`src/rtl/core/grid_mesh_index_generator_assert.svh`:
```
// Assertion macros for the grid mesh index generator.
// Both expect signals named clk and arst_n in the enclosing module.
`ifndef GRID_MESH_INDEX_GENERATOR_ASSERT_SVH
`define GRID_MESH_INDEX_GENERATOR_ASSERT_SVH

`ifndef NO_ASSERTIONS

`define GMIG_ASSERT(label, prop, msg) \
	label: assert property (@(posedge clk) disable iff (!arst_n) prop) else $error(msg);

`define GMIG_ASSERT_NEVER(label, cond, msg) \
	label: assert property (@(posedge clk) disable iff (!arst_n) !(cond)) else $error(msg);

`else

`define GMIG_ASSERT(label, prop, msg)

`define GMIG_ASSERT_NEVER(label, cond, msg)

`endif

`endif

```
`src/rtl/core/gmig_pkg.sv`:
```
`timescale 1ns / 1ps

package gmig_pkg;

	localparam int MAX_DIVISIONS = 31;
	localparam int DIV_W   = 5;
	localparam int IDX_W   = 10;
	localparam int CNT_W   = 6;   // result counter, up to 64 results
	localparam int STRD_W  = 6;   // rows + 1, up to 32

	// Register indexes
	localparam logic [1:0] REG_COLS  = 2'd0;
	localparam logic [1:0] REG_ROWS  = 2'd1;
	localparam logic [1:0] REG_KIND  = 2'd2;
	localparam logic [1:0] REG_RULE  = 2'd3;

	// Primitive kinds
	localparam logic [1:0] KIND_TSTRIP = 2'd0;
	localparam logic [1:0] KIND_TFAN   = 2'd1;
	localparam logic [1:0] KIND_QSTRIP = 2'd2;
	localparam logic [1:0] KIND_QUAD   = 2'd3;

	// Triangle rules
	localparam logic RULE_LLUR = 1'b0;
	localparam logic RULE_ULLR = 1'b1;

	// Run modes handed from front to back
	localparam int MODE_W = 3;
	localparam logic [MODE_W-1:0] MODE_BAD  = 3'd0;
	localparam logic [MODE_W-1:0] MODE_COL  = 3'd1;
	localparam logic [MODE_W-1:0] MODE_ROW  = 3'd2;
	localparam logic [MODE_W-1:0] MODE_QUAD = 3'd3;
	localparam logic [MODE_W-1:0] MODE_FAN  = 3'd4;

	// Queue between front and back
	localparam int QDEPTH = 2;
	localparam int QPTR_W = (QDEPTH > 1) ? $clog2(QDEPTH) : 1;
	localparam int QCNT_W = $clog2(QDEPTH + 1);

	typedef struct packed {
		logic [DIV_W-1:0] cols;
		logic [DIV_W-1:0] rows;
		logic [1:0]       kind;
		logic             rule;
	} gmig_cfg_t;

	typedef struct packed {
		logic [MODE_W-1:0] mode;
		logic [IDX_W-1:0]  base;   // vertex A of the run
		logic [STRD_W-1:0] stride; // rows + 1
		logic [CNT_W-1:0]  last;   // number of results minus one
	} gmig_desc_t;

endpackage

```
`src/rtl/core/gmig_front.sv`:
```
`timescale 1ns / 1ps

module gmig_front (
	input  gmig_pkg::gmig_cfg_t              cfg,
	input  logic                             in_valid,
	input  logic [gmig_pkg::DIV_W-1:0]       cell_row,
	input  logic [gmig_pkg::DIV_W-1:0]       cell_column,
	input  logic                             q_full,
	output logic                             in_stall,
	output logic                             push,
	output gmig_pkg::gmig_desc_t             desc
);
	import gmig_pkg::*;

	logic                 col_strip;
	logic                 row_strip;
	logic                 row_ok;
	logic                 col_ok;
	logic                 ok;
	logic [STRD_W-1:0]    stride;
	logic [DIV_W-1:0]     r_eff;
	logic [DIV_W-1:0]     c_eff;
	logic [STRD_W+DIV_W-1:0] prod;

	assign in_stall = q_full;
	assign push     = in_valid && !q_full;

	always_comb begin
		col_strip = (cfg.kind == KIND_QSTRIP) ||
			(cfg.kind == KIND_TSTRIP && cfg.rule == RULE_ULLR);
		row_strip = (cfg.kind == KIND_TSTRIP && cfg.rule == RULE_LLUR);
		row_ok    = cell_row < cfg.rows;
		col_ok    = cell_column < cfg.cols;
		if (col_strip) begin
			ok = col_ok;
		end else if (row_strip) begin
			ok = row_ok;
		end else begin
			ok = row_ok && col_ok;
		end

		stride = STRD_W'({1'b0, cfg.rows}) + STRD_W'(1);
		r_eff  = col_strip ? '0 : cell_row;
		c_eff  = row_strip ? '0 : cell_column;
		prod   = (STRD_W+DIV_W)'(stride) * (STRD_W+DIV_W)'(c_eff);

		desc.stride = stride;
		desc.base   = IDX_W'(prod + (STRD_W+DIV_W)'(r_eff));
		if (!ok) begin
			desc.mode = MODE_BAD;
			desc.last = '0;
		end else if (col_strip) begin
			desc.mode = MODE_COL;
			desc.last = {cfg.rows, 1'b1};
		end else if (row_strip) begin
			desc.mode = MODE_ROW;
			desc.last = {cfg.cols, 1'b1};
		end else if (cfg.kind == KIND_TFAN && cfg.rule == RULE_ULLR) begin
			desc.mode = MODE_FAN;
			desc.last = CNT_W'(3);
		end else begin
			desc.mode = MODE_QUAD;
			desc.last = CNT_W'(3);
		end
	end

endmodule

```
`src/rtl/core/gmig_queue.sv`:
```
`timescale 1ns / 1ps

module gmig_queue (
	input  logic                  clk,
	input  logic                  arst_n,
	input  logic                  push,
	input  gmig_pkg::gmig_desc_t  desc_in,
	output logic                  full,
	input  logic                  pop,
	output logic                  q_valid,
	output gmig_pkg::gmig_desc_t  desc_out
);
	import gmig_pkg::*;

	gmig_desc_t        entry_q [QDEPTH];
	logic [QPTR_W-1:0] wr_ptr_q;
	logic [QPTR_W-1:0] rd_ptr_q;
	logic [QCNT_W-1:0] count_q;
	logic              do_push;
	logic              do_pop;

	assign full     = count_q == QCNT_W'(QDEPTH);
	assign q_valid  = count_q != '0;
	assign desc_out = entry_q[rd_ptr_q];
	assign do_push  = push && !full;
	assign do_pop   = pop && q_valid;

	function automatic logic [QPTR_W-1:0] next_ptr(input logic [QPTR_W-1:0] p);
		if (p == QPTR_W'(QDEPTH - 1)) begin
			return '0;
		end
		return p + QPTR_W'(1);
	endfunction

	always_ff @(posedge clk or negedge arst_n) begin
		if (!arst_n) begin
			wr_ptr_q <= '0;
			rd_ptr_q <= '0;
			count_q  <= '0;
		end else begin
			if (do_push) begin
				wr_ptr_q <= next_ptr(wr_ptr_q);
			end
			if (do_pop) begin
				rd_ptr_q <= next_ptr(rd_ptr_q);
			end
			if (do_push && !do_pop) begin
				count_q <= count_q + QCNT_W'(1);
			end else if (do_pop && !do_push) begin
				count_q <= count_q - QCNT_W'(1);
			end
		end
	end

	always_ff @(posedge clk) begin
		if (do_push) begin
			entry_q[wr_ptr_q] <= desc_in;
		end
	end

endmodule

```
`src/rtl/core/gmig_back.sv`:
```
`timescale 1ns / 1ps
`include "grid_mesh_index_generator_assert.svh"

module gmig_back (
	input  logic                        clk,
	input  logic                        arst_n,
	input  logic                        q_valid,
	input  gmig_pkg::gmig_desc_t        q_desc,
	output logic                        pop,
	output logic                        out_valid,
	input  logic                        out_stall,
	output logic [gmig_pkg::IDX_W-1:0]  vertex_index,
	output logic                        last_in_run,
	output logic                        bad_request
);
	import gmig_pkg::*;

	gmig_desc_t        cur_q;
	logic              busy_q;
	logic [CNT_W-1:0]  k_q;
	logic [IDX_W-1:0]  p_q;
	logic              out_valid_q;
	logic [IDX_W-1:0]  index_q;
	logic              last_q;
	logic              bad_q;

	logic              advance;
	logic              last_hit;
	logic              load;
	logic [STRD_W:0]   off;
	logic [STRD_W:0]   s_ext;
	logic [IDX_W-1:0]  index_d;

	assign advance  = busy_q && (!out_valid_q || !out_stall);
	assign last_hit = k_q == cur_q.last;
	assign load     = q_valid && (!busy_q || (advance && last_hit));
	assign pop      = load;

	assign out_valid    = out_valid_q;
	assign vertex_index = index_q;
	assign last_in_run  = last_q;
	assign bad_request  = bad_q;

	// offset of the current index from the walking base
	always_comb begin
		s_ext = {1'b0, cur_q.stride};
		off   = '0;
		case (cur_q.mode)
			MODE_COL: begin
				off = k_q[0] ? s_ext : '0;
			end
			MODE_ROW: begin
				off = k_q[0] ? '0 : (STRD_W+1)'(1);
			end
			MODE_QUAD: begin
				case (k_q[1:0])
					2'd0:    off = '0;
					2'd1:    off = s_ext;
					2'd2:    off = s_ext + (STRD_W+1)'(1);
					default: off = (STRD_W+1)'(1);
				endcase
			end
			MODE_FAN: begin
				case (k_q[1:0])
					2'd0:    off = s_ext;
					2'd1:    off = s_ext + (STRD_W+1)'(1);
					2'd2:    off = (STRD_W+1)'(1);
					default: off = '0;
				endcase
			end
			default: off = '0;
		endcase
		if (cur_q.mode == MODE_BAD) begin
			index_d = '0;
		end else begin
			index_d = p_q + IDX_W'(off);
		end
	end

	always_ff @(posedge clk or negedge arst_n) begin
		if (!arst_n) begin
			busy_q      <= 1'b0;
			k_q         <= '0;
			out_valid_q <= 1'b0;
		end else begin
			if (load) begin
				busy_q <= 1'b1;
				k_q    <= '0;
			end else if (advance && last_hit) begin
				busy_q <= 1'b0;
			end else if (advance) begin
				k_q <= k_q + CNT_W'(1);
			end
			if (advance) begin
				out_valid_q <= 1'b1;
			end else if (!out_stall) begin
				out_valid_q <= 1'b0;
			end
		end
	end

	always_ff @(posedge clk) begin
		if (load) begin
			cur_q <= q_desc;
			p_q   <= q_desc.base;
		end else if (advance && k_q[0]) begin
			if (cur_q.mode == MODE_COL) begin
				p_q <= p_q + IDX_W'(1);
			end else if (cur_q.mode == MODE_ROW) begin
				p_q <= p_q + IDX_W'(cur_q.stride);
			end
		end
		if (advance) begin
			index_q <= index_d;
			last_q  <= last_hit;
			bad_q   <= cur_q.mode == MODE_BAD;
		end
	end

	`GMIG_ASSERT(a_bad_single, (out_valid_q && bad_q) |-> (last_q && index_q == '0), "bad result must be a lone zero index")
	`GMIG_ASSERT(a_k_bound, busy_q |-> (k_q <= cur_q.last), "result counter ran past end of run")
	`GMIG_ASSERT(a_busy_holds, (advance && !last_hit) |=> busy_q, "run ended before its last index")
	`GMIG_ASSERT_NEVER(a_short_run, busy_q && cur_q.mode == MODE_QUAD && cur_q.last != CNT_W'(3), "quad run must hold four indices")

endmodule

```
`src/rtl/core/grid_mesh_index_generator.sv`:
```
`timescale 1ns / 1ps
// Grid mesh index generator: emits vertex-index runs for a regular grid mesh
// whose vertices are numbered column-major, (rows+1)*col + row.
// Input channel: in_valid / in_stall with cell_row, cell_column; a transaction
//   names one primitive of the kind selected in the configuration registers.
// Output channel: out_valid / out_stall with vertex_index, last_in_run and
//   bad_request; one transaction per index, last_in_run on the final one.
//   A request outside the grid gives a single transaction: index 0,
//   last_in_run 1, bad_request 1.
// Config: cfg_we writes cfg_data into register cfg_index (0 column divisions,
//   1 row divisions, 2 primitive kind, 3 triangle rule); write only when idle.
// Path: requests pass the descriptor queue, walker and output register.
// Throughput: one index per cycle from the back-end walker unless the
//   output is stalled; a run holds 2*(divisions+1) indices for a strip (up
//   to 64), 4 for a fan or quad, 1 for a bad request. Runs leave no gap.
// A two-entry descriptor queue separates the classifying front end from the
// walker, so inputs keep being accepted while the output is stalled, until
// the queue fills. A stalled output holds its transaction unchanged.
// Reset (arst_n low) empties the queue and output register and loads the
// default grid: 10 x 10 cells, triangle strip, lower-left to upper-right.

module grid_mesh_index_generator (
	input  logic                        clk,
	input  logic                        arst_n,
	input  logic                        in_valid,
	output logic                        in_stall,
	input  logic [gmig_pkg::DIV_W-1:0]  cell_row,
	input  logic [gmig_pkg::DIV_W-1:0]  cell_column,
	output logic                        out_valid,
	input  logic                        out_stall,
	output logic [gmig_pkg::IDX_W-1:0]  vertex_index,
	output logic                        last_in_run,
	output logic                        bad_request,
	input  logic                        cfg_we,
	input  logic [1:0]                  cfg_index,
	input  logic [gmig_pkg::DIV_W-1:0]  cfg_data
);
	import gmig_pkg::*;

	gmig_cfg_t  cfg_q;
	gmig_desc_t front_desc;
	gmig_desc_t q_desc;
	logic       push;
	logic       q_full;
	logic       q_valid;
	logic       pop;

	// Configuration registers; 5-bit divisions never exceed MAX_DIVISIONS.
	always_ff @(posedge clk or negedge arst_n) begin
		if (!arst_n) begin
			cfg_q.cols <= DIV_W'(10);
			cfg_q.rows <= DIV_W'(10);
			cfg_q.kind <= KIND_TSTRIP;
			cfg_q.rule <= RULE_LLUR;
		end else if (cfg_we) begin
			case (cfg_index)
				REG_COLS: cfg_q.cols <= cfg_data;
				REG_ROWS: cfg_q.rows <= cfg_data;
				REG_KIND: cfg_q.kind <= cfg_data[1:0];
				REG_RULE: cfg_q.rule <= cfg_data[0];
				default:  cfg_q      <= cfg_q;
			endcase
		end
	end

	// Front end: bounds check, run mode, base vertex and run length.
	gmig_front u_front (
		.cfg         (cfg_q),
		.in_valid    (in_valid),
		.cell_row    (cell_row),
		.cell_column (cell_column),
		.q_full      (q_full),
		.in_stall    (in_stall),
		.push        (push),
		.desc        (front_desc)
	);

	// Descriptor queue between front and back.
	gmig_queue u_queue (
		.clk      (clk),
		.arst_n   (arst_n),
		.push     (push),
		.desc_in  (front_desc),
		.full     (q_full),
		.pop      (pop),
		.q_valid  (q_valid),
		.desc_out (q_desc)
	);

	// Back end: walks the run, one index per cycle when not stalled, to output.
	gmig_back u_back (
		.clk          (clk),
		.arst_n       (arst_n),
		.q_valid      (q_valid),
		.q_desc       (q_desc),
		.pop          (pop),
		.out_valid    (out_valid),
		.out_stall    (out_stall),
		.vertex_index (vertex_index),
		.last_in_run  (last_in_run),
		.bad_request  (bad_request)
	);

endmodule

```
`config.mk`:
```
export PLATFORM = sky130hd
export DESIGN_NAME = grid_mesh_index_generator
export DESIGN_NICKNAME = d
export VERILOG_FILES = /design/src/rtl/core/gmig_pkg.sv /design/src/rtl/core/gmig_front.sv /design/src/rtl/core/gmig_queue.sv /design/src/rtl/core/gmig_back.sv /design/src/rtl/core/grid_mesh_index_generator.sv
export VERILOG_INCLUDE_DIRS = /design/src /design/src/rtl/core
export SDC_FILE = /design/constraint.sdc
export NUM_CORES = 1
export LEC_CHECK = 0
export BUFFER_PORTS_ARGS = -buffer_cell sky130_fd_sc_hd__buf_2
export CAP_MARGIN = 20
export CORE_AREA = 2 2 133 135
export CTS_CLUSTER_DIAMETER = 100
export DETAILED_ROUTE_END_ITERATION = 12
export DIE_AREA = 0 0 135 137
export PLACE_DENSITY = 0.67
export SLEW_MARGIN = 20
export SYNTH_ARGS = -nofsm -noshare
export SYNTH_HDL_FRONTEND = slang
export SYNTH_SLANG_ARGS = --single-unit
```
`constraint.sdc`:
```
create_clock -name clk -period 6.05 [get_ports clk]
set_input_delay 0.605 -clock clk [delete_from_list [all_inputs] [get_ports clk]]
set_output_delay 0.605 -clock clk [all_outputs]
set_load 0.01 [all_outputs]
```
Word-level counts from Yosys, hierarchy flattened
Memories as Yosys holds them, arrays and structs flattened. Cells that the tools add are included.

$add $sub $neg: 11. Multipliers: 1. Order comparisons: 2. Equality and inequality tests: 15. Muxes and demuxes: 39. Bitwise operators: 1. Reductions and logical operators: 38.

Operators with widths (number): 6-bit 2-to-1 mux (7); 7-bit case mux with 3 select lines (2); 10-bit 2-to-1 mux (4); 7-bit case mux with 4 select lines (1); 1-bit 2-to-1 mux (17); 1-bit logical AND (13); 3-bit 2-to-1 mux (4); 2-bit AND reduction (6); 10-bit by 1-bit adder with 10-bit output (second input constant) (1); 10-bit by 5-bit adder with 10-bit output (1); 10-bit by 6-bit adder with 10-bit output (1); 10-bit by 7-bit adder with 10-bit output (1); 2-bit == test (second input constant) (5); 5-bit less-than comparator (2); 6-bit by 5-bit multiplier with 10-bit output (1); 5-bit 2-to-1 mux (2); 2-bit nonzero test (5); 6-bit by 1-bit adder with 7-bit output (second input constant) (1); 5-bit by 1-bit adder with 6-bit output (second input constant) (1); 6-bit by 1-bit adder with 6-bit output (second input constant) (1); 2-bit by 1-bit == test with 1-bit output (second input constant) (3); 3-bit by 2-bit == test with 1-bit output (second input constant) (2); 6-bit == test (1); 1-bit logical NOT (6); 13 further kinds (19).

Register bits after elaboration: 62. RAM bits: 50. Input port bits: 22. Output and inout bits: 14. Logic and storage cells: 125. Memories: 1.

Memories: u_queue.entry_q (words 2, width 25, read ports 1, clocked after memory_dff 0, wr ports 1, RTL line gmig_queue.sv:15) `gmig_desc_t entry_q [QDEPTH];`.

Longest topological paths before layout
Gate-level depths: netlist of run 1.

Word-level depth: 10. Depth in mapped cells: 17. Mapped depth without buffers: 15.

Modules after synthesis
A second synthesis of run 1 with hierarchy kept.

Cells, all modules: 588. Area, all modules: 6979.2 um^2.

Modules (own cells, without submodules): gmig_back (instances 1, cells an instance 270, area an instance 2805.2 um^2, seq. area each 1311.3 um^2); gmig_queue (instances 1, cells an instance 97, area an instance 2105.8 um^2, seq. area each 1601.5 um^2); gmig_front (instances 1, cells an instance 191, area an instance 1552.7 um^2, seq. area each 0.0 um^2); grid_mesh_index_generator (instances 1, cells an instance 30, area an instance 515.5 um^2, seq. area each 330.3 um^2).

Least setup slack after synthesis of run 1
OpenSTA, ideal clock, no wires.

Kind: register to register. From: register cfg_q[1] (netlist bit). To: memory u_queue.entry_q[0][21] (netlist bit), data pin. Data arrival time: 4.090 ns. Path slack: 1.688 ns. Stages on the path, launching flop included: 17. Buffers on the path: 3. Clock period less this slack: 4.362 ns. Cell sequence: dfrtp_1 > clkbuf_1 > or3_1 > clkbuf_1 > clkbuf_1 > nand2_1 > nor2_1 > fa_1 > inv_1 > fa_1 > fa_1 > inv_1 > ha_1 > nor2b_1 > o31a_1 > o41ai_1 > xnor2_1.

RTL lines: from (decl) (RTL line grid_mesh_index_generator.sv:40) `gmig_cfg_t cfg_q;`; from (signal assigned) (RTL line grid_mesh_index_generator.sv:61) `default: cfg_q <= cfg_q;`; to (decl) (RTL line gmig_queue.sv:15).

==> summary.json, run 1 <==
{
  "place_hpwl_um": 9679,
  "worst_hold_path_type": "in -> async",
  "path_common_cell": "fa_1",
  "wirelength_um": 12950,
  "synth.yosys.seq_area_share": 0.4802,
  "cts_made_buffers": 9,
  "drive_above_1_share": 0.1569,
  "cts_post_setup_buffers_inserted": 0,
  "finClkSkew_ps": 9.954,
  "drc": 0,
  "ys.flop_type": "edfxtp_1",
  "fin_setup_tns_ps": 0,
  "power.static_leakage_uw": 0.003027,
  "critical_path_peak_fanout": 17,
  "via_per_inst": 5.289,
  "slowest_stage": "or3_1",
  "portBuffers": 35,
  "globalRouteTotalUtil": 0.1474,
  "power.density_cell_area_nw_per_um2": 395.7,
  "initial_util": 0.3960,
  "critical-path-top-delay-family": "adder cells",
  "pre_cts_slack_ps": 1541,
  "worstSetupStartpoint": "cfg_q[1]",
  "worstSetupStartpointType": "flop",
  "core.rowCount": 48,
  "fmax_mhz": 218.9,
  "report.final.hold_viol_count": 0,
  "clk_latency_ps": 350,
  "critical_path_class": "reg -> reg",
  "ys_types": 63,
  "overflow_after_grt": 0,
  "relSlewSlack": 0.4745,
  "finalWorstPathRequiredPeriod_ps": 4569,
  "cp_data_required_time_ps": 6260,
  "diodes": 0,
  "mostFrequentLayoutCell": "edfxtp_1",
  "filler_cells_inserted": 1621,
  "grt_max_degree": 32,
  "worstReg2RegStart": "cfg_q[1]",
  "timing.final.max_slew_violations": 0,
  "end_kind": "flop",
  "clkTransAtPathRegs_ps": 80,
  "first_iter_violations": 288,
  "grt_pass1_vias": 4475,
  "reg2reg_depth": 14,
  "final_cell_area_um2": 7477,
  "place.gp.congestion": 0.8700,
  "die-width_um": 135,
  "core-area_um2": 17060,
  "max_cap_violations": 0,
  "clock_tree.root_cell": "clkbuf_16",
  "crit_arrival_ps": 4780,
  "rsz0062_at_grt": "no",
  "synth_enable_flop_cells": 87,
  "yosys_warnings": 0,
  "final_cell_mix": "edfxtp_1 (87), nor2_1 (56), ha_1 (47)",
  "via_count": 4527,
  "worst_slew_pin_slew_ps": 788.2,
  "final-setup-viol-count": 0,
  "post-route-worst-setup-slack_ps": 1481,
  "synthArstFlopShare": 0.2232,
  "grt_antenna_before_repair": 0,
  "drt.antenna.violating_nets": 0,
  "syn_area_um2": 6754,
  "areaGrowthSynthToFinish_pct": 10.71,
  "syn-mean-instance-area_um2": 11.35,
  "die_h_um": 137,
  "boundaryPins": 36,
  "final.period_utilization": 0.7551,
  "tritoncts": "built",
  "placedInstanceArea_um2": 7174,
  "status": "completed",
  "timing.critical_path.buf_inv": 2,
  "detail_route.first_pass.iterations": 5,
  "synth_seq_cells": 112,
  "gate_count_post_synth": 595,
  "worst_reg2reg_endpoint": "u_queue.entry_q[1][20]",
  "cts_htree_levels": 3,
  "r2r_setup_slack_ps": 1480,
  "cts_hold_buffers": 0,
  "finish.net_count": 713,
  "grt_pass1_wl_um": 21630,
  "crit_end": "u_queue.entry_q[1][20]",
  "post_cts_resize_count": 0,
  "mappedNetlistNets": 682,
  "clock_tree.buffer_depth": 2,
  "design.die.area_um2": 18500,
  "crit_cells": 14,
  "clock-sinks": 112,
  "worstPathCellList": "or3_1, nand2_1, nor2_1, fa_1, inv_1, fa_1, fa_1, inv_1, ha_1, nor2b_1, o21ai_0, a21boi_0, or4_1, nand3_1",
  "worst_voltage_drop_across_the_vdd_grid_mv": 0.1810,
  "max_stage_delay_ps": 600,
  "post_drt_wl_per_cell_um": 15.13
}
per-stage QoR:
stage          utilization  hold WS [ps]  power (µW)  std cells
2_1_floorplan            -         309.4        2099        595
3_3_place_gp        0.4199         481.1        2328        840
3_5_place_dp        0.4206         497.4        2381        840
4_1_cts             0.4381         264.9        2985        856
5_1_grt             0.4384         292.2        3182        856
6_report            0.4384         251.9        2959        856
report_power, final:
| part | total (µW) | switching [µW] | internal [µW] |
|---|---|---|---|
| Sequential | 1250 | 113 | 1140 |
| Clock | 594 | 301 | 294 |
| Combinational | 1120 | 641 | 474 |
| Total | 2960 | 1060 | 1900 |
sequential cells by signal, indices dropped and copies added, names as in the netlist:
| name | cells |
|---|---|
| u_back.last_in_run | 1 |
| u_queue.rd_ptr_q | 1 |
| u_back.out_valid | 1 |
| u_back.k_q | 6 |
| cfg_q | 13 |
| u_queue.count_q | 2 |
| u_back.bad_request | 1 |
| u_back.busy_q | 1 |
| u_queue.entry_q | 50 |
| u_back.p_q | 10 |
| u_queue.wr_ptr_q | 1 |
| u_back.cur_q | 15 |
| u_back.vertex_index | 10 |
kinds of logic after synthesis:
kind of cell / synth area share
adder cells (fa/ha/maj): 0.1404
buffers and inverters: 0.03705
AO/OA/AOI/OAI: 0.1186
XOR/XNOR: 0.04020
flip-flops: 0.4802
multiplexers: 0.05206
AND/OR/NAND/NOR: 0.1315
cell type report:
| cell class | instances | area [µm²] | area share |
|---|---|---|---|
| Sequential cell | 112 | 3243 | 0.4337 |
| Inverter | 45 | 168.9 | 0.02259 |
| Tap cell | 225 | 281.5 | 0.03765 |
| Timing Repair Buffer | 38 | 197.7 | 0.02644 |
| Clock buffer | 9 | 225.2 | 0.03012 |
| Multi-Input combinational cell | 420 | 3288 | 0.4398 |
| Clock inverter | 7 | 72.57 | 0.009705 |
Yosys cell counts, drive strengths merged, types with 2 or more instances:
library cell | count | area share
nand3 | 18 | 0.013
nand4 | 2 | 0.0019
nand3b | 2 | 0.0022
xor2 | 14 | 0.018
ha | 47 | 0.087
o311ai | 2 | 0.0026
or2 | 2 | 0.0019
o21bai | 4 | 0.0044
edfxtp | 87 | 0.39
a31oi | 5 | 0.0069
o41ai | 2 | 0.0026
mux2i | 7 | 0.010
nor3 | 13 | 0.0096
nand2b | 5 | 0.0046
buf | 8 | 0.0065
nor3b | 4 | 0.0052
dfrtp | 21 | 0.078
a211oi | 14 | 0.017
o21ai | 33 | 0.025
nor2b | 23 | 0.021
nor2 | 57 | 0.032
o21a | 6 | 0.0067
a22oi | 4 | 0.0044
a21oi | 20 | 0.015
o211ai | 4 | 0.0044
nand2 | 28 | 0.016
a21o | 7 | 0.0078
xnor2 | 17 | 0.022
nor4 | 2 | 0.0041
inv | 45 | 0.025
and3 | 10 | 0.0093
a211o | 2 | 0.0026
mux2 | 25 | 0.042
or3 | 2 | 0.0019
o31ai | 2 | 0.0022
clkbuf | 10 | 0.0056
nand4b | 2 | 0.0026
dfstp | 4 | 0.016
fa | 18 | 0.053
o31a | 2 | 0.0026
how the worst min path moves through the flow:
stage,start,to,cells after the start
4_1_cts,arst_n,cfg_q[3],1
5_1_grt,arst_n,cfg_q[5],1
3_5_place_dp,u_back.out_valid,u_back.out_valid,1
6_report,arst_n,cfg_q[5],1
2_1_floorplan,arst_n,cfg_q[0],0
3_3_place_gp,u_back.out_valid,u_back.out_valid,1
per-layer routing:
layer	wire, µm	global-route usage
met4	140	0.04572
met2	6408	0.2538
met5	0	0
met1	5834	0.1894
met3	569	0.02704
No activity file was read; power rests on OpenSTA's default activity.
==> run 2, diff against run 1 <==
--- a/config.mk
+++ b/config.mk
@@ -6,13 +6,14 @@
 export SDC_FILE = /design/constraint.sdc
 export NUM_CORES = 1
 export LEC_CHECK = 0
+export ABC_AREA = 1
 export BUFFER_PORTS_ARGS = -buffer_cell sky130_fd_sc_hd__buf_2
 export CAP_MARGIN = 20
 export CORE_AREA = 2 2 133 135
 export CTS_CLUSTER_DIAMETER = 100
 export DETAILED_ROUTE_END_ITERATION = 12
 export DIE_AREA = 0 0 135 137
-export PLACE_DENSITY = 0.67
+export PLACE_DENSITY = 0.66
 export SLEW_MARGIN = 20
 export SYNTH_ARGS = -nofsm -noshare
 export SYNTH_HDL_FRONTEND = slang
==> constraint.sdc (replaced) <==
create_clock -name clk -period 4.75 [get_ports clk]
set_input_delay 0.475 -clock clk [delete_from_list [all_inputs] [get_ports clk]]
set_output_delay 0.475 -clock clk [all_outputs]
set_load 0.01 [all_outputs]
==> run 2 against run 1 <==
Final area decreased by 0.57%. Combinational power is essentially flat. Worst hold slack got worse by 130 ps. Synthesized cell count grew 21%. Maximum frequency is 3.2% higher. Clock power increased by 30%. Clock skew shrank 2.1 ps. Total power rose by 15%. Wire length down 3.5%. Non-clock buffer count up 1. Clock-buffer cell count rose by 1. Critical path type unchanged. Critical endpoint unchanged. Largest power group unchanged.
==> summary.json, run 2 <==
{
  "r2r_setup_slack": {"value": 320, "unit": "ps", "change": "-1160 ps"},
  "cts_hold_buffers": {"value": 0, "change": "unchanged"},
  "worst_slew_pin_slew": {"value": 765.6, "unit": "ps", "change": "-22.64 ps"},
  "power.static_leakage": {"value": 0.003503, "unit": "µW", "change": "+16%"},
  "tritoncts": "built",
  "clk_latency": {"value": 350, "unit": "ps", "change": "about the same"},
  "portBuffers": {"value": 35, "change": "unchanged"},
  "final.period_utilization": {"value": 0.9321, "change": "+0.1770"},
  "finClkSkew": {"value": 7.901, "unit": "ps", "change": "-2.054 ps"},
  "clkTransAtPathRegs": {"value": 70, "unit": "ps", "change": "about the same"},
  "die_h": {"value": 137, "unit": "µm", "change": "unchanged"},
  "grt_pass1_wl": {"value": 21380, "unit": "µm", "change": "-1.2%"},
  "clock_tree.root_cell": "clkbuf_16",
  "grt_antenna_before_repair": {"value": 0, "change": "unchanged"},
  "worst_hold_path_type": "in -> async",
  "critical_path_peak_fanout": {"value": 8, "change": "-9"},
  "place.gp.congestion": {"value": 0.8626, "change": "-0.85%"},
  "clock-sinks": {"value": 112, "change": "unchanged"},
  "critical_path_class": "reg -> reg",
  "reg2reg_depth": {"value": 17, "change": "+3"},
  "clock_tree.buffer_depth": {"value": 2, "change": "unchanged"},
  "ys_top_cells_by_count": "nand2_1 (195), inv_1 (99), edfxtp_1 (87), nor2_1 (72), ha_1 (47)",
  "finalWorstPathRequiredPeriod": {"value": 4427, "unit": "ps", "change": "-141.2 ps"},
  "overflow_after_grt": {"value": 0, "change": "unchanged"},
  "pre_cts_slack": {"value": 406.2, "unit": "ps", "change": "-1134 ps"},
  "power": {"value": 3401, "unit": "µW", "change": "+15%"},
  "initial_util": {"value": 0.3935, "change": "-0.002494"},
  "wirelength": {"value": 12500, "unit": "µm", "change": "-3.5%"},
  "boundaryPins": {"value": 36, "change": "unchanged"},
  "areaGrowthSynthToFinish": {"value": 10.78, "unit": "%", "change": "about the same"},
  "core-area": {"value": 17060, "unit": "µm²", "change": "unchanged"},
  "post-route-worst-setup-slack": {"value": 322.5, "unit": "ps", "change": "-1159 ps"},
  "report.final.hold_viol_count": {"value": 0, "change": "unchanged"},
  "via_count": {"value": 4687, "change": "+3.5%"},
  "synth_top_cell_area_share": {"value": 0.3893, "change": "+0.002452"},
  "synth_seq_cells": {"value": 112, "change": "unchanged"},
  "final.hold.worst_slack": {"value": 123.1, "unit": "ps", "change": "-128.8 ps"},
  "worstReg2RegStart": "cfg_q[3]",
  "globalRouteTotalUtil": {"value": 0.1451, "change": "-0.002279"},
  "max_cap_violations": {"value": 0, "change": "unchanged"},
  "syn_area": {"value": 6711, "unit": "µm²", "change": "-0.63%"},
  "filler_cells_inserted": {"value": 1694, "change": "+4.5%"},
  "largest_registers_ranked_by_flip_flop_count": "u_queue.entry_q x50, u_back.cur_q x15, cfg_q x13",
  "power.density_cell_area": {"value": 457.5, "unit": "nW/µm²", "change": "+16%"},
  "drt.antenna.violating_nets": {"value": 0, "change": "unchanged"},
  "timing.final.max_slew_violations": {"value": 0, "change": "unchanged"},
  "mappedNetlistNets": {"value": 807, "change": "+18%"},
  "final_cell_mix": "nand2_1 (195), inv_1 (99), edfxtp_1 (87)",
  "status": "completed",
  "cts_post_setup_buffers_inserted": {"value": 0, "change": "unchanged"},
  "gate_count_post_synth": {"value": 720, "change": "+21%"},
  "diodes": {"value": 0, "change": "unchanged"},
  "synth_enable_flop_cells": {"value": 87, "change": "unchanged"},
  "design.die.area": {"value": 18500, "unit": "µm²", "change": "unchanged"},
  "register_area": {"value": 3243, "unit": "µm²", "change": "unchanged"},
  "post_drt_wl_per_cell": {"value": 12.64, "unit": "µm", "change": "-16%"},
  "cts_made_buffers": {"value": 9, "change": "unchanged"},
  "grt_pass1_vias": {"value": 4453, "change": "-0.49%"},
  "synth.top_cells.by_area": "edfxtp_1 (39%), nand2_1 (11%), ha_1 (8.8%)",
  "synth_top_area_cell": "edfxtp_1",
  "final-setup-viol-count": {"value": 0, "change": "unchanged"},
  "post_cts_resize_count": {"value": 0, "change": "unchanged"},
  "ys.flop_type": "edfxtp_1",
  "largest_reg_flops": {"value": 50, "change": "unchanged"},
  "syn-mean-instance-area": {"value": 9.321, "unit": "µm²", "change": "-18%"},
  "crit_arrival": {"value": 4530, "unit": "ps", "change": "-250 ps"},
  "drc": {"value": 0, "change": "unchanged"},
  "regMostFlops": "u_queue.entry_q",
  "multi_input_area": {"value": 3023, "unit": "µm²", "change": "-8.1%"},
  "rsz0062_at_grt": "no",
  "drive_above_1_share": {"value": 0.09293, "change": "-0.06396"},
  "instances_no_fill": {"value": 989, "change": "+16%"},
  "end_kind": "flop",
  "via_per_inst": {"value": 4.739, "change": "-10%"},
  "yosys_warnings": {"value": 0, "change": "unchanged"},
  "fmax": {"value": 225.9, "unit": "MHz", "change": "+3.2%"},
  "die-width": {"value": 135, "unit": "µm", "change": "unchanged"},
  "cp_data_required_time": {"value": 4850, "unit": "ps", "change": "-1410 ps"},
  "place_inst": {"value": 973, "change": "+16%"},
  "synth.yosys.seq_area_share": {"value": 0.4832, "change": "+0.003044"},
  "grt_max_degree": {"value": 27, "change": "-16%"},
  "worst_reg2reg_endpoint": "u_queue.entry_q[1][20]",
  "yosys.cell_count.top_type": "nand2_1",
  "place_hpwl": {"value": 9360, "unit": "µm", "change": "-3.3%"},
  "core.rowCount": {"value": 48, "change": "unchanged"},
  "worst_voltage_drop_across_the_vdd_grid": {"value": 0.2161, "unit": "mV", "change": "+19%"},
  "worstSetupStartpointType": "flop",
  "relSlewSlack": {"value": 0.4891, "change": "+0.01453"},
  "synthArstFlopShare": {"value": 0.2232, "change": "unchanged"},
  "finish.net_count": {"value": 846, "change": "+19%"},
  "ys_types": {"value": 40, "change": "-37%"},
  "fin_setup_tns": {"value": 0, "unit": "ps", "change": "unchanged"},
  "cts_htree_levels": {"value": 3, "change": "unchanged"},
  "first_iter_violations": {"value": 424, "change": "+47%"},
  "mostFrequentLayoutCell": "nand2_1",
  "detail_route.first_pass.iterations": {"value": 5, "change": "unchanged"}
}
## run 2: layer usage
layer,vias to the layer above,GRT usage,part of all wire
li1,2443,-,-
met1,2155,0.2029,0.49
met2,80,0.2318,0.46
met3,9,0.02741,0.035
met4,0,0.04051,0.012
met5,-,0,0
## run 2: critical path: stages, from the launching register on
cell	delay [ps]
dfrtp_1	510
inv_2	120
nor3_4	210
xor2_1	310
inv_1	150
nor2_1	130
fa_1	450
fa_1	550
inv_1	50
fa_1	520
inv_1	40
ha_1	340
nand2_1	60
o21ai_0	310
a21oi_1	110
nor2_1	110
nor2_1	60
xnor2_1	140
## run 2: layout make-up
class                   count  area share
clock buffers              10     0.03080
clock inverters             6    0.009929
inverters                 101     0.05099
multi-input cells         496      0.4066
flip-flops and latches    112      0.4362
well taps                 225     0.03787
repair buffers             39     0.02760
## run 2: worst max-delay path by stage
stage,cells past startpoint,from,endpoint
final,17,cfg_q[3],u_queue.entry_q[1][20]
after global routing,17,cfg_q[3],u_queue.entry_q[1][20]
after detailed placement,17,cfg_q[3],u_queue.entry_q[0][20]
after global placement,16,cfg_q[4],u_queue.entry_q[0][20]
after floorplan,16,cfg_q[4],u_queue.entry_q[0][20]
after CTS,16,cfg_q[4],u_queue.entry_q[1][20]
## run 2: through the flow
step                instance area [µm²]    util
CTS                                7435  0.4359
detailed placement                 7132  0.4181
finish                             7435  0.4359
global route                       7435  0.4359
global placement                   7132  0.4181
floorplan                          6711       -
## run 2: cell families after synthesis
kind of cell / after synthesis / share of synthesized area
AO/OA/AOI/OAI: 92 / 0.08240
XOR/XNOR: 29 / 0.03785
adder cells (fa/ha/maj): 65 / 0.1413
buffers and inverters: 112 / 0.06712
flip-flops: 112 / 0.4832
multiplexers: 3 / 0.004474
AND/OR/NAND/NOR: 307 / 0.1836
## run 2: report_power, final
group / switching [µW] / internal, µW / leakage (µW) / total, µW
clock: 355 / 418 / 0.000148 / 773
combinational: 734 / 400 / 0.00224 / 1130
sequential: 110 / 1390 / 0.00111 / 1490
total: 1200 / 2200 / 0.00350 / 3400
